## config.mk

```make
export PLATFORM = sky130hd
export DESIGN_NAME = symbol_to_3bit_code_packer
export DESIGN_NICKNAME = d
export VERILOG_FILES = /design/src/hw/rtl/s3cp_pkg.sv /design/src/hw/rtl/s3cp_front.sv /design/src/hw/rtl/s3cp_queue.sv /design/src/hw/rtl/s3cp_back.sv /design/src/hw/rtl/symbol_to_3bit_code_packer.sv
export SDC_FILE = /design/constraint.sdc
export NUM_CORES = 1
export LEC_CHECK = 0
export ABC_AREA = 1
export BUFFER_PORTS_ARGS = -buffer_cell sky130_fd_sc_hd__buf_2
export CAP_MARGIN = 40
export CORE_MARGIN = 2
export CORE_UTILIZATION = 60
export DETAILED_ROUTE_END_ITERATION = 6
export GPL_TIMING_DRIVEN = 1
export HOLD_SLACK_MARGIN = 0.05
export PLACE_DENSITY = 0.76
export SLEW_MARGIN = 20
export SYNTH_ARGS = -nofsm -noshare
export SYNTH_HDL_FRONTEND = slang
export SYNTH_SLANG_ARGS = --single-unit
```

## constraint.sdc

```tcl
create_clock -name i_clk -period 6.6 [get_ports i_clk]
set_input_delay 1.32 -clock i_clk [delete_from_list [all_inputs] [get_ports i_clk]]
set_output_delay 1.32 -clock i_clk [all_outputs]
set_load 0.02 [all_outputs]
```

## src/hw/rtl/s3cp_pkg.sv

```systemverilog
package s3cp_pkg;

    localparam int S3CP_NUM_SYMBOLS = 7;
    localparam int S3CP_CODE_W      = 3;
    localparam int S3CP_BYTE_W      = 8;
    localparam int S3CP_CFG_IDX_W   = 3;
    localparam int S3CP_QUEUE_DEPTH = 4;

    localparam logic OP_ENCODE = 1'b0;
    localparam logic OP_FLUSH  = 1'b1;

    typedef struct packed {
        logic                   operation;
        logic [S3CP_BYTE_W-1:0] symbol;
    } t_in_word;

    typedef struct packed {
        logic [S3CP_BYTE_W-1:0] packed_byte;
        logic                   last_of_run;
    } t_out_word;

    // one queue entry: one or two finished bytes from a single input word
    typedef struct packed {
        logic                   pair;
        logic [S3CP_BYTE_W-1:0] byte0;
        logic [S3CP_BYTE_W-1:0] byte1;
    } t_pack_entry;

    typedef struct packed {
        logic        empty;
        t_pack_entry head;
    } t_queue_status;

endpackage

```

## src/hw/rtl/s3cp_front.sv

```systemverilog
module s3cp_front (
    input  logic                                   i_clk,
    input  logic                                   i_rst_n,
    input  logic                                   i_cfg_we,
    input  logic [s3cp_pkg::S3CP_CFG_IDX_W-1:0]    i_cfg_index,
    input  logic [s3cp_pkg::S3CP_BYTE_W-1:0]       i_cfg_data,
    input  logic                                   i_accept,
    input  s3cp_pkg::t_in_word                     i_word,
    output logic                                   o_push,
    output s3cp_pkg::t_pack_entry                  o_entry
);
    import s3cp_pkg::*;

    logic [S3CP_BYTE_W-1:0] r_symtab [S3CP_NUM_SYMBOLS];
    logic [S3CP_BYTE_W-1:0] r_part, n_part;
    logic [2:0]             r_pos, n_pos;
    logic [S3CP_CODE_W-1:0] code;
    logic                   emit;
    t_pack_entry            entry;

    // lowest matching index wins, no match gives code 0
    always_comb begin
        code = '0;
        for (int i = S3CP_NUM_SYMBOLS - 1; i >= 0; i--) begin
            if (r_symtab[i] == i_word.symbol) begin
                code = S3CP_CODE_W'(i);
            end
        end
    end

    always_comb begin
        emit         = 1'b0;
        entry.pair   = 1'b0;
        entry.byte0  = '0;
        entry.byte1  = '0;
        n_part       = r_part;
        n_pos        = r_pos + 3'd1;
        if (i_word.operation == OP_FLUSH) begin
            n_part = '0;
            n_pos  = '0;
            emit   = 1'b1;
            unique case (r_pos)
                3'd0: emit = 1'b0;
                3'd1: entry.byte0 = r_part | 8'h1C;
                3'd2: begin
                    entry.byte0 = r_part | 8'h03;
                    entry.byte1 = 8'h80;
                    entry.pair  = 1'b1;
                end
                3'd3: entry.byte0 = r_part | 8'h7F;
                3'd4: entry.byte0 = r_part | 8'h0F;
                3'd5: begin
                    entry.byte0 = r_part | 8'h01;
                    entry.byte1 = 8'hC0;
                    entry.pair  = 1'b1;
                end
                3'd6: entry.byte0 = r_part | 8'h3F;
                3'd7: entry.byte0 = r_part | 8'h07;
                default: emit = 1'b0;
            endcase
        end else begin
            unique case (r_pos)
                3'd0: n_part = {code, 5'b0};
                3'd1: n_part = r_part | {3'b0, code, 2'b0};
                3'd2: begin
                    emit        = 1'b1;
                    entry.byte0 = r_part | {6'b0, code[2:1]};
                    n_part      = {code[0], 7'b0};
                end
                3'd3: n_part = r_part | {1'b0, code, 4'b0};
                3'd4: n_part = r_part | {4'b0, code, 1'b0};
                3'd5: begin
                    emit        = 1'b1;
                    entry.byte0 = r_part | {7'b0, code[2]};
                    n_part      = {code[1:0], 6'b0};
                end
                3'd6: n_part = r_part | {2'b0, code, 3'b0};
                3'd7: begin
                    emit        = 1'b1;
                    entry.byte0 = r_part | {5'b0, code};
                    n_part      = '0;
                end
                default: n_part = r_part;
            endcase
        end
    end

    always_ff @(posedge i_clk) begin
        if (!i_rst_n) begin
            r_part <= '0;
            r_pos  <= '0;
            for (int i = 0; i < S3CP_NUM_SYMBOLS; i++) begin
                r_symtab[i] <= '0;
            end
        end else begin
            if (i_accept) begin
                r_part <= n_part;
                r_pos  <= n_pos;
            end
            for (int i = 0; i < S3CP_NUM_SYMBOLS; i++) begin
                if (i_cfg_we && i_cfg_index == S3CP_CFG_IDX_W'(i)) begin
                    r_symtab[i] <= i_cfg_data;
                end
            end
        end
    end

    assign o_push  = i_accept && emit;
    assign o_entry = entry;

endmodule

```

## src/hw/rtl/s3cp_queue.sv

```systemverilog
module s3cp_queue #(
    parameter int DEPTH = s3cp_pkg::S3CP_QUEUE_DEPTH
) (
    input  logic                    i_clk,
    input  logic                    i_rst_n,
    input  logic                    i_push,
    input  s3cp_pkg::t_pack_entry   i_entry,
    input  logic                    i_pop,
    output logic                    o_full,
    output s3cp_pkg::t_queue_status o_status
);
    import s3cp_pkg::*;

    localparam int PTR_W = (DEPTH > 1) ? $clog2(DEPTH) : 1;
    localparam int CNT_W = $clog2(DEPTH + 1);

    t_pack_entry r_mem [DEPTH];
    logic [PTR_W-1:0] r_wr_ptr, r_rd_ptr;
    logic [CNT_W-1:0] r_count;
    logic             do_push, do_pop;

    assign o_full          = (r_count == CNT_W'(DEPTH));
    assign o_status.empty  = (r_count == '0);
    assign o_status.head   = r_mem[r_rd_ptr];
    assign do_push         = i_push && !o_full;
    assign do_pop          = i_pop && !o_status.empty;

    always_ff @(posedge i_clk) begin
        if (do_push) begin
            r_mem[r_wr_ptr] <= i_entry;
        end
    end

    always_ff @(posedge i_clk) begin
        if (!i_rst_n) begin
            r_wr_ptr <= '0;
            r_rd_ptr <= '0;
            r_count  <= '0;
        end else begin
            if (do_push) begin
                r_wr_ptr <= (r_wr_ptr == PTR_W'(DEPTH - 1)) ? '0 : r_wr_ptr + PTR_W'(1);
            end
            if (do_pop) begin
                r_rd_ptr <= (r_rd_ptr == PTR_W'(DEPTH - 1)) ? '0 : r_rd_ptr + PTR_W'(1);
            end
            if (do_push && !do_pop) begin
                r_count <= r_count + CNT_W'(1);
            end else if (do_pop && !do_push) begin
                r_count <= r_count - CNT_W'(1);
            end
        end
    end

endmodule

```

## src/hw/rtl/s3cp_back.sv

```systemverilog
module s3cp_back (
    input  logic                    i_clk,
    input  logic                    i_rst_n,
    input  s3cp_pkg::t_queue_status i_status,
    output logic                    o_pop,
    output logic                    o_valid,
    input  logic                    i_stall,
    output s3cp_pkg::t_out_word     o_word
);
    import s3cp_pkg::*;

    logic      r_valid;
    logic      r_second;
    t_out_word r_word;
    logic      load_ok;

    assign load_ok = !r_valid || !i_stall;
    // an entry leaves the queue once its last byte is loaded
    assign o_pop   = load_ok && !i_status.empty && (r_second || !i_status.head.pair);

    always_ff @(posedge i_clk) begin
        if (!i_rst_n) begin
            r_valid  <= 1'b0;
            r_second <= 1'b0;
        end else if (load_ok) begin
            r_valid <= !i_status.empty;
            if (!i_status.empty) begin
                r_second <= i_status.head.pair && !r_second;
            end
        end
    end

    always_ff @(posedge i_clk) begin
        if (load_ok && !i_status.empty) begin
            if (r_second) begin
                r_word.packed_byte <= i_status.head.byte1;
                r_word.last_of_run <= 1'b1;
            end else begin
                r_word.packed_byte <= i_status.head.byte0;
                r_word.last_of_run <= !i_status.head.pair;
            end
        end
    end

    assign o_valid = r_valid;
    assign o_word  = r_word;

endmodule

```

## src/hw/rtl/symbol_to_3bit_code_packer.sv

```systemverilog
// path: a finished word is written into the queue, then loaded into the output register;
// the second word of a two-word flush is loaded into the output register after the first
// throughput: one input word per cycle while the queue is not full; the output drains
// one word per cycle unless stalled; a two-word flush stays queued until both are loaded
// reset: synchronous active-low, clears the symbol table, packing state and queue
module symbol_to_3bit_code_packer #(
    parameter int QUEUE_DEPTH = s3cp_pkg::S3CP_QUEUE_DEPTH
) (
    input  logic                                i_clk,
    input  logic                                i_rst_n,
    input  logic                                i_cfg_we,
    input  logic [s3cp_pkg::S3CP_CFG_IDX_W-1:0] i_cfg_index,
    input  logic [s3cp_pkg::S3CP_BYTE_W-1:0]    i_cfg_data,
    input  logic                                i_in_valid,
    output logic                                o_in_stall,
    input  s3cp_pkg::t_in_word                  i_in_word,
    output logic                                o_out_valid,
    input  logic                                i_out_stall,
    output s3cp_pkg::t_out_word                 o_out_word
);
    import s3cp_pkg::*;

    logic          accept;
    logic          push;
    logic          pop;
    logic          full;
    t_pack_entry   entry;
    t_queue_status status;

    assign o_in_stall = full;
    assign accept     = i_in_valid && !full;

    s3cp_front u_front (
        .i_clk       (i_clk),
        .i_rst_n     (i_rst_n),
        .i_cfg_we    (i_cfg_we),
        .i_cfg_index (i_cfg_index),
        .i_cfg_data  (i_cfg_data),
        .i_accept    (accept),
        .i_word      (i_in_word),
        .o_push      (push),
        .o_entry     (entry)
    );

    s3cp_queue #(
        .DEPTH (QUEUE_DEPTH)
    ) u_queue (
        .i_clk    (i_clk),
        .i_rst_n  (i_rst_n),
        .i_push   (push),
        .i_entry  (entry),
        .i_pop    (pop),
        .o_full   (full),
        .o_status (status)
    );

    s3cp_back u_back (
        .i_clk    (i_clk),
        .i_rst_n  (i_rst_n),
        .i_status (status),
        .o_pop    (pop),
        .o_valid  (o_out_valid),
        .i_stall  (i_out_stall),
        .o_word   (o_out_word)
    );

endmodule
```

== Word-level counts from Yosys, hierarchy flattened ==
Memories as Yosys holds them, arrays and structs flattened. A register that Yosys moved wholly into a read port is not among the register bits.
Cells that the tools add are included.
Operators by class
  add/sub/neg operators: 5
  equal/unequal tests: 23
  mux-type cells: 58
  bitwise operators: 15
  reduce and logical (&&, ||, !) cells: 33
Operators with widths (number)
  $mux 8: 10
  $pmux 8 s8: 1
  $eq 8x8->1: 7
  $pmux 8 s7: 1
  $mux 3: 10
  $mux 1: 29
  $eq 3x3->1 const B: 8
  $pmux 8 s3: 1
  $logic_and 1x1->1: 16
  $pmux 8 s2: 1
  $eq 3x2->1 const B: 4
  $logic_not 3->1: 3
  $mux 9: 1
  $logic_not 1->1: 8
  $mux 2: 4
  $or 8x1->8: 1
  $or 8x2->8: 1
  $or 8x3->8: 1
  $or 8x4->8: 1
  $or 8x5->8: 1
  $or 8x6->8: 1
  $or 8x7->8: 1
  $or 1x1->1: 7
  $add 3x1->3 const B: 2
  10 further kinds: 14
Word-level totals
  bits in registers: 29
  memory bits (writable): 124
  input port bits: 25
  output and inout port bits: 11
  logic and storage cells: 145
  memories kept: 2
Memories
  u_queue.r_mem: depth 4, bits a word 17, rd ports 1, clocked after Yosys merged registers in 1, wr ports 1, RTL line s3cp_queue.sv:17  | t_pack_entry r_mem [DEPTH];
  u_front.r_symtab: depth 7, bits a word 8, rd ports 7, clocked after Yosys merged registers in 0, wr ports 7, RTL line s3cp_front.sv:14  | logic [S3CP_BYTE_W-1:0] r_symtab [S3CP_NUM_SYMBOLS];

== Logic depth before layout (Yosys ltp) ==
Gate-level depths: netlist of the first run.
  depth after elaboration: 11
  depth in mapped cells: 19
  depth with buffers taken out: 18

== Cells and area by module ==
Synthesis of the first run repeated with hierarchy kept, for this count alone.
Second synthesis, totals
  cell total of the unflattened synthesis: 893
  area, all modules: 7856.3 µm²
By module, submodules not included
  s3cp_front: times used 1, cells an instance 606, area each 4285.4 µm², seq. area each 1881.8 µm²
  s3cp_queue: times used 1, cells an instance 236, area each 3081.7 µm², seq. area each 2222.1 µm²
  s3cp_back: times used 1, cells an instance 49, area each 479.2 µm², seq. area each 310.3 µm²
  symbol_to_3bit_code_packer: times used 1, cells an instance 2, area each 10.0 µm², seq. area each 0.0 µm²

== Worst setup path after synthesis of the first run ==
Ideal clock, no wire load.
  kind: input to register
  start point: input i_out_stall
  end point: register u_queue.r_count[1]
  setup time: 119 ps
  arrival: 3151 ps
  data required time: 6481 ps
  path slack: 3329 ps
  stages on the path: 9
  buffers on the path: 0
  cells stage by stage: nand2_1 > inv_1 > a31oi_1 > nand2_1 > ha_1 > inv_1 > fa_1 > o21ai_0 > a21oi_1
On the way
  word-level cells in the longest chain between the ends: 8
  elaborated cells between the ends (all ways): 10
  classes of those cells: mux (1); reduce/logical (9)
RTL lines
  from (decl): RTL line symbol_to_3bit_code_packer.sv:18  | input logic i_out_stall,
  $logic_not 1->1 *: RTL line s3cp_back.sv:17  | assign load_ok = !r_valid || !i_stall;
  $logic_or 1x1->1 *: RTL line s3cp_back.sv:17
  $logic_and 1x1->1 * (2 in a row): RTL line s3cp_back.sv:19  | assign o_pop = load_ok && !i_status.empty && (r_second || !i_status.head.pair);
  $logic_and 1x1->1 *: RTL line s3cp_queue.sv:26  | assign do_pop = i_pop && !o_status.empty;
  $logic_not 1->1: RTL line s3cp_queue.sv:46  | if (do_push && !do_pop) begin
  $logic_and 1x1->1: RTL line s3cp_queue.sv:46
  $mux 3 / $reduce_bool 2->1 (equally long branches)
  to (signal assigned): RTL line s3cp_queue.sv:47  | r_count <= r_count + CNT_W'(1);
  to (signal assigned): RTL line s3cp_queue.sv:49  | r_count <= r_count - CNT_W'(1);
  to (decl): RTL line s3cp_queue.sv:19  | logic [CNT_W-1:0] r_count;
Every way passes the cells marked *; elsewhere a longest branch is shown, timed or not.
A chain may end at the register's enable or synchronous reset.

==> impl_metrics.env, run 1 <==
export IMPL_fin_ws_ns=3.66
export IMPL_slew_violations=0
export IMPL_ys_ff_latch=126
export IMPL_antenna_cells=0
export IMPL_drt_pass1_iter_count=6
export IMPL_ios=36
export IMPL_min_path_type="reg2reg"
export IMPL_cts_max_path_buffers=2
export IMPL_via_per_inst=5.41
export IMPL_place_congestion=0.886
export IMPL_slowest_stage="dfxtp_1"
export IMPL_path_clk_slew_ns=0.07
export IMPL_die_h_um=109
export IMPL_ir_drop_uv=268
export IMPL_grt_pass1_wl_um=24900
export IMPL_start_kind="register"
export IMPL_powerDensity_nw_per_um2=338
export IMPL_initial_core_util_pct=61.5
export IMPL_cts_hold_buf=0
export IMPL_placed_area_um2=6950
export IMPL_crit_arrival_ns=3.36
export IMPL_fp_coreArea_um2=10800
export IMPL_cts_buffers=17
export IMPL_finalHoldViolations=0
export IMPL_clock_sinks=126
export IMPL_grt_max_degree=34
export IMPL_drtAntennaViolNets=0
export IMPL_layout_commonest_cell="nand2_1"
export IMPL_seq_area_frac_synth_pct=53.6
export IMPL_drv_cap=0
export IMPL_relSlewSlack_pct=48.4
export IMPL_drive_gt1_share_pct=12.7
export IMPL_worstMarginPinSlew_ns=0.773
export IMPL_postSynthCellCount=794
export IMPL_crit_chain="inv_1 > nand2_1 > nand3_1 > nand3_1 > nand2_1 > ha_1 > inv_1 > fa_1 > o21ai_0 > a21oi_1"
export IMPL_dieArea_um2=12000
export IMPL_synth_top_cell_by_area="edfxtp_1"
export IMPL_fmax_mhz=340
export IMPL_dp_cells=960
export IMPL_synthesis_area_um2=6660
export IMPL_grtUsageTotal_pct=28.1
export IMPL_h_tree_depth=4
export IMPL_ys_flop_type="edfxtp_1"
export IMPL_syn_area_per_cell_um2=8.39
export IMPL_crit_path_end_kind="register"
export IMPL_post_drt_wl_per_cell_um=15.6
export IMPL_fin_nets=877
export IMPL_dp_slack_ns=3.28
export IMPL_drt_wl_total_um=15500
export IMPL_num_fill_cells=851
export IMPL_syn2layout_area_growth_pct=13.1
export IMPL_final_area_um2=7530
export IMPL_first_global_vias=5105
export IMPL_row_count=38
export IMPL_drc=0
export IMPL_root_buffer="clkbuf_8"
export IMPL_criticalPathCategory="reg2reg"
export IMPL_setup_viol=0
export IMPL_port_buffers=35
export IMPL_final_period_utilization_pct=44.6
export IMPL_cellLeakagePower_nw=3.44
export IMPL_finalCriticalPeriod_ns=2.94
export IMPL_synth_top_area_share_pct=47.3
export IMPL_gr_total_overflow=0
export IMPL_tritoncts="done"
export IMPL_mostFrequentLayoutCells="nand2_1 (204), nor2_1 (143), inv_1 (112)"
export IMPL_skew_ns=0.0111
export IMPL_path_max_fanout=21
export IMPL_status="complete, no violations"
export IMPL_drt_iter0_drc=501
export IMPL_post_cts_setup_buffers=0
export IMPL_hpwl_um=11100
export IMPL_vias=5368
export IMPL_synth_distinct_cells=40
export IMPL_crit_path_max_incr_delay_ns=0.82
export IMPL_rsz0062_at_grt="no"
export IMPL_antenna_found_initial=0
export IMPL_yosysWarnings=0
export IMPL_clkLatencyLatePin_ns=0.52
export IMPL_setup_tns_ns=0
export IMPL_synth_edf_count=105
export IMPL_fp_dieW_um=109
export IMPL_ys_top_cells_by_area="edfxtp_1 (47%), nand2_1 (11%), nor2_1 (8.1%), dfxtp_1 (6.3%), inv_1 (6.3%)"
export IMPL_min_path_cells=2
export IMPL_whs_ns=0.484
export IMPL_required_ns=7.01
export IMPL_r2r_cells=10
export IMPL_finalNonFillerCells=992
export IMPL_async_reset_ff_share_pct=0
export IMPL_synth_nets=832
export IMPL_post_cts_resized=0
[layout make-up]
class                           instances  area [um^2]  area share [%]
Clock buffer                           17          414            5.50
Clock inverter                         15          166            2.21
Inverter                              124          475            6.31
Multi-Input combinational cell        524         2470            32.8
Sequential cell                       126         3570            47.4
Tap cell                              140          175            2.33
Timing Repair Buffer                   46          255            3.39
[power by group]
group	switching, W	leakage (nW)	total (W)	internal, W
Combinational	0.000385	1.99	0.000567	0.000181
Clock	0.000384	0.284	0.000903	0.000519
Sequential	0.0000810	1.17	0.00107	0.000994
[layer usage]
metal / track usage [%] / share of wire, % / vias up
met4: 7.14 / 0.99 / 0
li1: - / - / 2621
met5: 0 / 0 / -
met3: 5.45 / 7.8 / 15
met1: 41.1 / 44 / 2509
met2: 43.7 / 47 / 223
[synth_stat cells, drive strengths merged, types with 3 or more instances]
library cell and count:
edfxtp 105, nor3 4, clkbuf 9, nand4 6, a211oi 6, ha 12, dfxtp 21, a21oi 31
xnor2 19, buf 11, nand2 215, a31oi 3, o21ai 54, nand3 10, inv 123, nor2 147
o22ai 4
[state kept, by name, summed over array words and instances, names as in the netlist, 2 cells and up, named ones only]
register,flops
u_back.o_word,9
u_front.r_part,7
u_front.r_pos,3
u_front.r_symtab,56
u_queue.r_count,3
u_queue.r_mem,40
u_queue.r_rd_ptr,2
u_queue.r_wr_ptr,2
[logic make-up (layout without fill, tap and decap cells)]
group                      Yosys count  in the layout  share of synthesized area [%]
AOI/OAI and AO/OA                  105            105                           8.73
and+or+nand+nor                    385            385                           23.1
adders and majority gates           13             13                           2.55
buffers and inverters              144            202                           9.24
DFF                                126            126                           53.6
xor gates and xnor gates            21             21                           2.76
[critical path, delay by kind of cell, from the launching register on]
| kind | cells | cell delay, ns |
|---|---|---|
| DFF | 1 | 0.82 |
| and+or+nand+nor | 4 | 0.56 |
| AOI/OAI and AO/OA | 2 | 0.23 |
| buffers and inverters | 2 | 0.57 |
| adders and majority gates | 2 | 0.65 |
[final timing paths]
| check | from | endpoint | slack (ns) |
|---|---|---|---|
| setup / recovery | register | u_queue.r_count[1] | 3.66 |
| hold / removal | u_queue.r_count[2] | u_queue.r_count[2] | 0.48 |
| setup reg to reg | register | u_queue.r_count[1] | 3.66 |
| hold reg to reg | u_queue.r_count[2] | u_queue.r_count[2] | 0.48 |
[per-stage QoR]
stage / power [W] / util (%)
floorplan: 0.00147 / -
global placement: 0.00161 / 63.8
detailed placement: 0.00165 / 64.1
CTS: 0.00255 / 69.5
global route: 0.00267 / 69.5
finish: 0.00254 / 69.5
(Power assumes the default switching activity.)
==> run 2, diff against run 1 <==
CORE_UTILIZATION = 55   (was 60)
PLACE_DENSITY = 0.74   (was 0.76)
clock period = 2.5 ns   (was 6.6 ns; I/O delays follow)
==> run 2 against run 1 <==
Compared with the run above: combinational power increased to 2.9 times the previous value; hold slack lost 0.13 ns; flip-flop and latch count unchanged.
==> impl_metrics.env, run 2 (same netlist as run 1, synthesis figures left out) <==
export IMPL_drt_iter0_drc=502
export IMPL_crit_arrival_ns=2.68
export IMPL_crit_buf_inv=3
export IMPL_setup_viol=0
export IMPL_fin_nets=891
export IMPL_final_period_utilization_pct=95.3
export IMPL_status="complete, no violations"
export IMPL_fp_coreArea_um2=11900
export IMPL_port_buffers=35
export IMPL_fmax_mhz=420
export IMPL_grtUsageTotal_pct=25.3
export IMPL_place_congestion=0.940
export IMPL_drt_wl_total_um=15400
export IMPL_die_h_um=114
export IMPL_drive_gt1_share_pct=14.3
export IMPL_hold_start="i_cfg_data[2]"
export IMPL_fp_dieW_um=114
export IMPL_final_util_pct=64.6
export IMPL_setup_tns_ns=0
export IMPL_drt_pass1_iter_count=5
export IMPL_cts_max_path_buffers=2
export IMPL_path_clk_slew_ns=0.06
export IMPL_root_buffer="clkbuf_16"
export IMPL_vias=5333
export IMPL_ir_drop_uv=526
export IMPL_crit_path_max_incr_delay_ns=0.44
export IMPL_first_global_vias=5081
export IMPL_crit_chain="inv_1 > ha_1 > o21ai_0 > o211ai_1 > nand2_1 > inv_1 > ha_1 > inv_1 > fa_2 > o21ai_0 > a21oi_1"
export IMPL_drc=0
export IMPL_criticalPathCategory="reg2reg"
export IMPL_cts_buffers=17
export IMPL_antenna_found_initial=0
export IMPL_initial_core_util_pct=55.9
export IMPL_grt_max_degree=19
export IMPL_whs_ns=0.354
export IMPL_critPathMostFrequentCell="inv_1"
export IMPL_critPathTopFamily="adder cells"
export IMPL_tritoncts="done"
export IMPL_row_count=40
export IMPL_largest_register_ffs=56
export IMPL_antenna_cells=0
export IMPL_clkLatencyLatePin_ns=0.42
export IMPL_layout_commonest_cell="nand2_1"
export IMPL_gr_total_overflow=0
export IMPL_via_per_inst=5.26
export IMPL_grt_pass1_wl_um=24800
export IMPL_cellLeakagePower_nw=3.52
export IMPL_ios=36
export IMPL_hpwl_um=10900
export IMPL_required_ns=2.80
export IMPL_syn2layout_area_growth_pct=15.4
export IMPL_slew_violations=0
export IMPL_path_max_fanout=4
export IMPL_powerDensity_nw_per_um2=910
export IMPL_post_drt_wl_per_cell_um=15.2
export IMPL_h_tree_depth=4
export IMPL_start_kind="register"
export IMPL_cp_startpoint="u_front.r_pos[1]"
export IMPL_rsz0062_at_grt="no"
export IMPL_dieArea_um2=13000
export IMPL_worstMarginPinSlew_ns=0.690
export IMPL_crit_path_end_kind="register"
export IMPL_drtAntennaViolNets=0
export IMPL_finalCriticalPeriod_ns=2.38
export IMPL_top_register="u_front.r_symtab"
export IMPL_mostFrequentLayoutCells="nand2_1 (204), nor2_1 (142), inv_1 (111)"
export IMPL_min_path_type="in2reg"
export IMPL_clock_sinks=126
export IMPL_drv_cap=0
export IMPL_finalHoldViolations=0
export IMPL_skew_ns=0.00875
export IMPL_relSlewSlack_pct=53.6
export IMPL_slowest_stage="fa_2"
export IMPL_r2r_start="u_front.r_pos[1]"
run 2: cell count changes in the layout (fill, tap and decap cells not counted), moves of 3 or more:
cell       delta
buf_4        +13
inv_6         -7
bufinv_16     +3
o21ai_0       -3
clkinv_2      +3
inv_8         -3
o21ai_1       +3
run 2: path summary, 6_finish.rpt:
path / to / slack (ns) / cells after the start
hold reg to reg: u_queue.r_count[2] / 0.48 / 2
setup / recovery: u_queue.r_count[1] / 0.12 / 11
setup reg to reg: u_queue.r_count[1] / 0.12 / 11
hold / removal: u_front.r_symtab[6][2] / 0.35 / 3
run 2: per-stage QoR:
stage               cell area [um^2]  total power [W]  instances  setup slack [ns]
global route                    7690          0.00734       1013           0.00380
CTS                             7670          0.00701       1011            0.0955
finish                          7690          0.00700       1013             0.118
detailed placement              7050          0.00441        979             0.133
floorplan                       6660          0.00389        794            0.0492
global placement                7050          0.00435        978             0.195
run 2: layout make-up:
type,count,area (um^2)
multi-input combinational,524,2480
tap,147,184
fill,985,4220
sequential,126,3570
clock inverter,15,196
clock buffer,17,425
inverter,124,475
timing repair buffer,60,358
run 2: worst reg2reg max path, delay by kind of cell, from the launching register on:
| family | cells | cell delay [ns] |
|---|---|---|
| AOI/OAI and AO/OA | 4 | 0.64 |
| DFF | 1 | 0.36 |
| and+or+nand+nor | 1 | 0.14 |
| buffers and inverters | 3 | 0.26 |
| adders and majority gates | 3 | 0.87 |
run 2: report_power, final:
group	leakage, nW	switching, W	internal [W]
Sequential	1.17	0.000167	0.00262
Clock	0.296	0.000919	0.00166
Combinational	2.05	0.00107	0.000553
Total	3.52	0.00216	0.00484
run 2: routing by layer:
metal	vias up	routed length [um]	global-route usage, %
met3	26	1190	6.14
met1	2458	6720	34.0
met4	0	293	8.86
li1	2642	-	-
met2	207	7210	40.3
met5	-	0	0
run 2: what timing repair did:
item	in CTS	in global routing
buffers inserted	0	1
hold buffers	0	0
setup endpoints to repair	0	1
gates resized for setup	0	5
endpoints found under the hold margin	0	0
==> run 3, diff against run 2 <==
CORE_UTILIZATION = 45   (was 55)
PLACE_DENSITY = 0.62   (was 0.74)
SYNTH_HIERARCHICAL = 1   (was default)
==> run 3 against run 2 <==
Compared with the run above: sequential share of layout area grew 2.3 points; die area grew 42%; hold slack lost 0.0054 ns; clock skew shrank 0.0012 ns; cell area grew 18%; flip-flop and latch count grew 28; sequential power grew 16%; clock power grew 5%.
==> impl_metrics.env, run 3 <==
export IMPL_status="complete, no violations"
export IMPL_top_register="u_queue/r_mem"
export IMPL_grt_use_met2_pct=35.2
export IMPL_antenna_found_initial=0
export IMPL_min_path_cells=3
export IMPL_synth_distinct_cells=41
export IMPL_synth_edf_count=133
export IMPL_synthTopCellsByCount="nand2_1 (249), nor2_1 (148), edfxtp_1 (133)"
export IMPL_via_per_inst=4.80
export IMPL_min_path_type="in2reg"
export IMPL_finalHoldViolations=0
export IMPL_drt_pass1_iter_count=4
export IMPL_skew_ns=0.00752
export IMPL_syn2layout_area_growth_pct=15.5
export IMPL_required_ns=2.81
export IMPL_cts_buffers=17
export IMPL_drt_wl_total_um=16900
export IMPL_path_max_fanout=4
export IMPL_top_usage_layer="met2"
export IMPL_crit_arrival_ns=2.67
export IMPL_hold_path_endpoint="u_front/r_symtab[0][48]"
export IMPL_ir_drop_uv=584
export IMPL_gr_usage_met1_pct=22.9
export IMPL_fp_coreArea_um2=17200
export IMPL_gr_total_overflow=0
export IMPL_dieArea_um2=18500
export IMPL_vias=5768
export IMPL_criticalPathCategory="reg2reg"
export IMPL_ys_ff_latch=154
export IMPL_r2r_slack_ns=0.14
export IMPL_path_clk_slew_ns=0.06
export IMPL_crit_path_end_kind="register"
export IMPL_first_global_vias=5378
export IMPL_initial_core_util_pct=45.7
export IMPL_grt_max_degree=31
export IMPL_r2r_end="u_queue/r_count[1]"
export IMPL_clock_sinks=154
export IMPL_cellLeakagePower_nw=4.06
export IMPL_placed_area_um2=8390
export IMPL_worstMarginPinSlew_ns=0.697
export IMPL_setup_viol=0
export IMPL_die_h_um=136
export IMPL_grt_pass1_wl_um=27100
export IMPL_hold_start="i_cfg_data[0]"
export IMPL_post_drt_wl_per_cell_um=14.1
export IMPL_clkLatencyLatePin_ns=0.42
export IMPL_fin_nets=1001
export IMPL_drive_gt1_share_pct=16.0
export IMPL_synth_top_cell_by_area="edfxtp_1"
export IMPL_port_buffers=35
export IMPL_syn_area_per_cell_um2=8.80
export IMPL_drtAntennaViolNets=0
export IMPL_seq_area_frac_synth_pct=56.2
export IMPL_slew_violations=0
export IMPL_fp_dieW_um=136
export IMPL_cp_startpoint="u_front/r_pos[1]"
export IMPL_cts_max_path_buffers=2
export IMPL_antenna_cells=0
export IMPL_row_count=48
export IMPL_whs_ns=0.348
export IMPL_fmax_mhz=423
export IMPL_postSynthCellCount=893
export IMPL_r2r_cells=17
export IMPL_hpwl_um=11700
export IMPL_tritoncts="done"
export IMPL_synth_top_area_share_pct=50.8
export IMPL_drc=0
export IMPL_cts_hold_buf=0
export IMPL_final_area_um2=9070
export IMPL_synthesis_area_um2=7860
export IMPL_finalCriticalPeriod_ns=2.36
export IMPL_ys_top_cells_by_area="edfxtp_1 (51%), nand2_1 (12%), nor2_1 (7.1%), inv_1 (5.8%), dfxtp_1 (5.4%)"
export IMPL_yosysMostFrequentCell="nand2_1"
export IMPL_layout_commonest_cell="nand2_1"
export IMPL_powerDensity_nw_per_um2=842
export IMPL_root_buffer="clkbuf_16"
export IMPL_r2r_start="u_front/r_pos[1]"
export IMPL_h_tree_depth=4
export IMPL_ys_flop_type="edfxtp_1"
export IMPL_grtUsageTotal_pct=19.2
export IMPL_final_period_utilization_pct=94.5
export IMPL_start_kind="register"
export IMPL_place_congestion=0.827
export IMPL_yosysWarnings=6
export IMPL_ios=36
export IMPL_largest_register_ffs=68
export IMPL_drv_cap=0
export IMPL_drt_iter0_drc=296
export IMPL_globalRouteMet3Util_pct=3.36
export IMPL_relSlewSlack_pct=53.0
export IMPL_mostFrequentLayoutCells="nand2_1 (247), nor2_1 (146), edfxtp_1 (133)"
export IMPL_async_reset_ff_share_pct=0
## run 3: how the worst max path moves through the flow
stage,end,slack [ns],cells past startpoint
after global routing,u_queue/r_count[1],-0.05,17
after detailed placement,u_queue/r_count[1],-0.08,17
after floorplan,u_queue/r_mem[0][0],-0.03,10
final,u_queue/r_count[1],0.14,17
after CTS,u_queue/r_count[1],0.01,17
after global placement,u_queue/r_count[1],-0.02,17
## run 3: critical path, cell delays in order, from the launching register on
cell,delay [ns]
dfxtp_2,0.35
inv_1,0.06
ha_1,0.20
nand2_2,0.08
inv_1,0.05
nor2_2,0.12
inv_1,0.08
nor2_2,0.15
inv_2,0.05
o21ai_2,0.11
inv_1,0.07
nand2_2,0.07
inv_1,0.04
ha_2,0.18
inv_2,0.06
fa_2,0.41
o21ai_1,0.12
nor2_1,0.05
## run 3: cell families (layout without fill, tap and decap cells)
| group | Yosys count | count (layout) | synth area share [%] |
|---|---|---|---|
| xor+xnor | 21 | 21 | 2.34 |
| fa+ha+maj | 13 | 13 | 2.17 |
| other cells | 1 | 6 | 0.0477 |
| simple gates | 435 | 435 | 21.9 |
| compound gates | 108 | 108 | 7.96 |
| buf+inv | 161 | 239 | 9.35 |
| flops | 154 | 154 | 56.2 |
## run 3: cell type report
class                           instances  area (um^2)
Fill cell                            1599         8110
Sequential cell                       154         4420
Multi-Input combinational cell        583         2770
Inverter                              133          504
Timing Repair Buffer                   74          465
Clock buffer                           17          425
Tap cell                              225          282
Clock inverter                         15          206
## run 3: where the power goes
part	switching (W)	leakage [nW]	internal (W)
sequential	0.000123	1.43	0.00311
combinational	0.00112	2.33	0.000577
clock	0.00110	0.306	0.00161
## run 3: routing by layer
layer	wire [um]	vias up
met1	7210	2644
met5	0	-
li1	-	2996
met3	580	18
met4	245	0
met2	8860	110
## run 3: metrics by stage
step	setup WS [ns]	utilization [%]	TNS (ns)	total power (W)	instances
global route	-0.0467	52.8	-0.0826	0.00805	1201
floorplan	-0.0341	-	-2.35	0.00452	898
CTS	0.0118	52.6	0	0.00769	1201
global placement	-0.0225	48.8	-0.0225	0.00494	1168
detailed placement	-0.0761	48.9	-0.0761	0.00496	1169
finish	0.139	52.8	0	0.00764	1201
## run 3: timing repair
| action | 4_1_cts | 5_1_grt |
|---|---|---|
| pin swaps | 0 | 2 |
| setup endpoints to repair | 1 | 19 |
| hold endpoints to repair | 0 | 0 |
| gates cloned | 0 | 0 |
| buffers inserted | 0 | 0 |
| resized for setup | 3 | 16 |
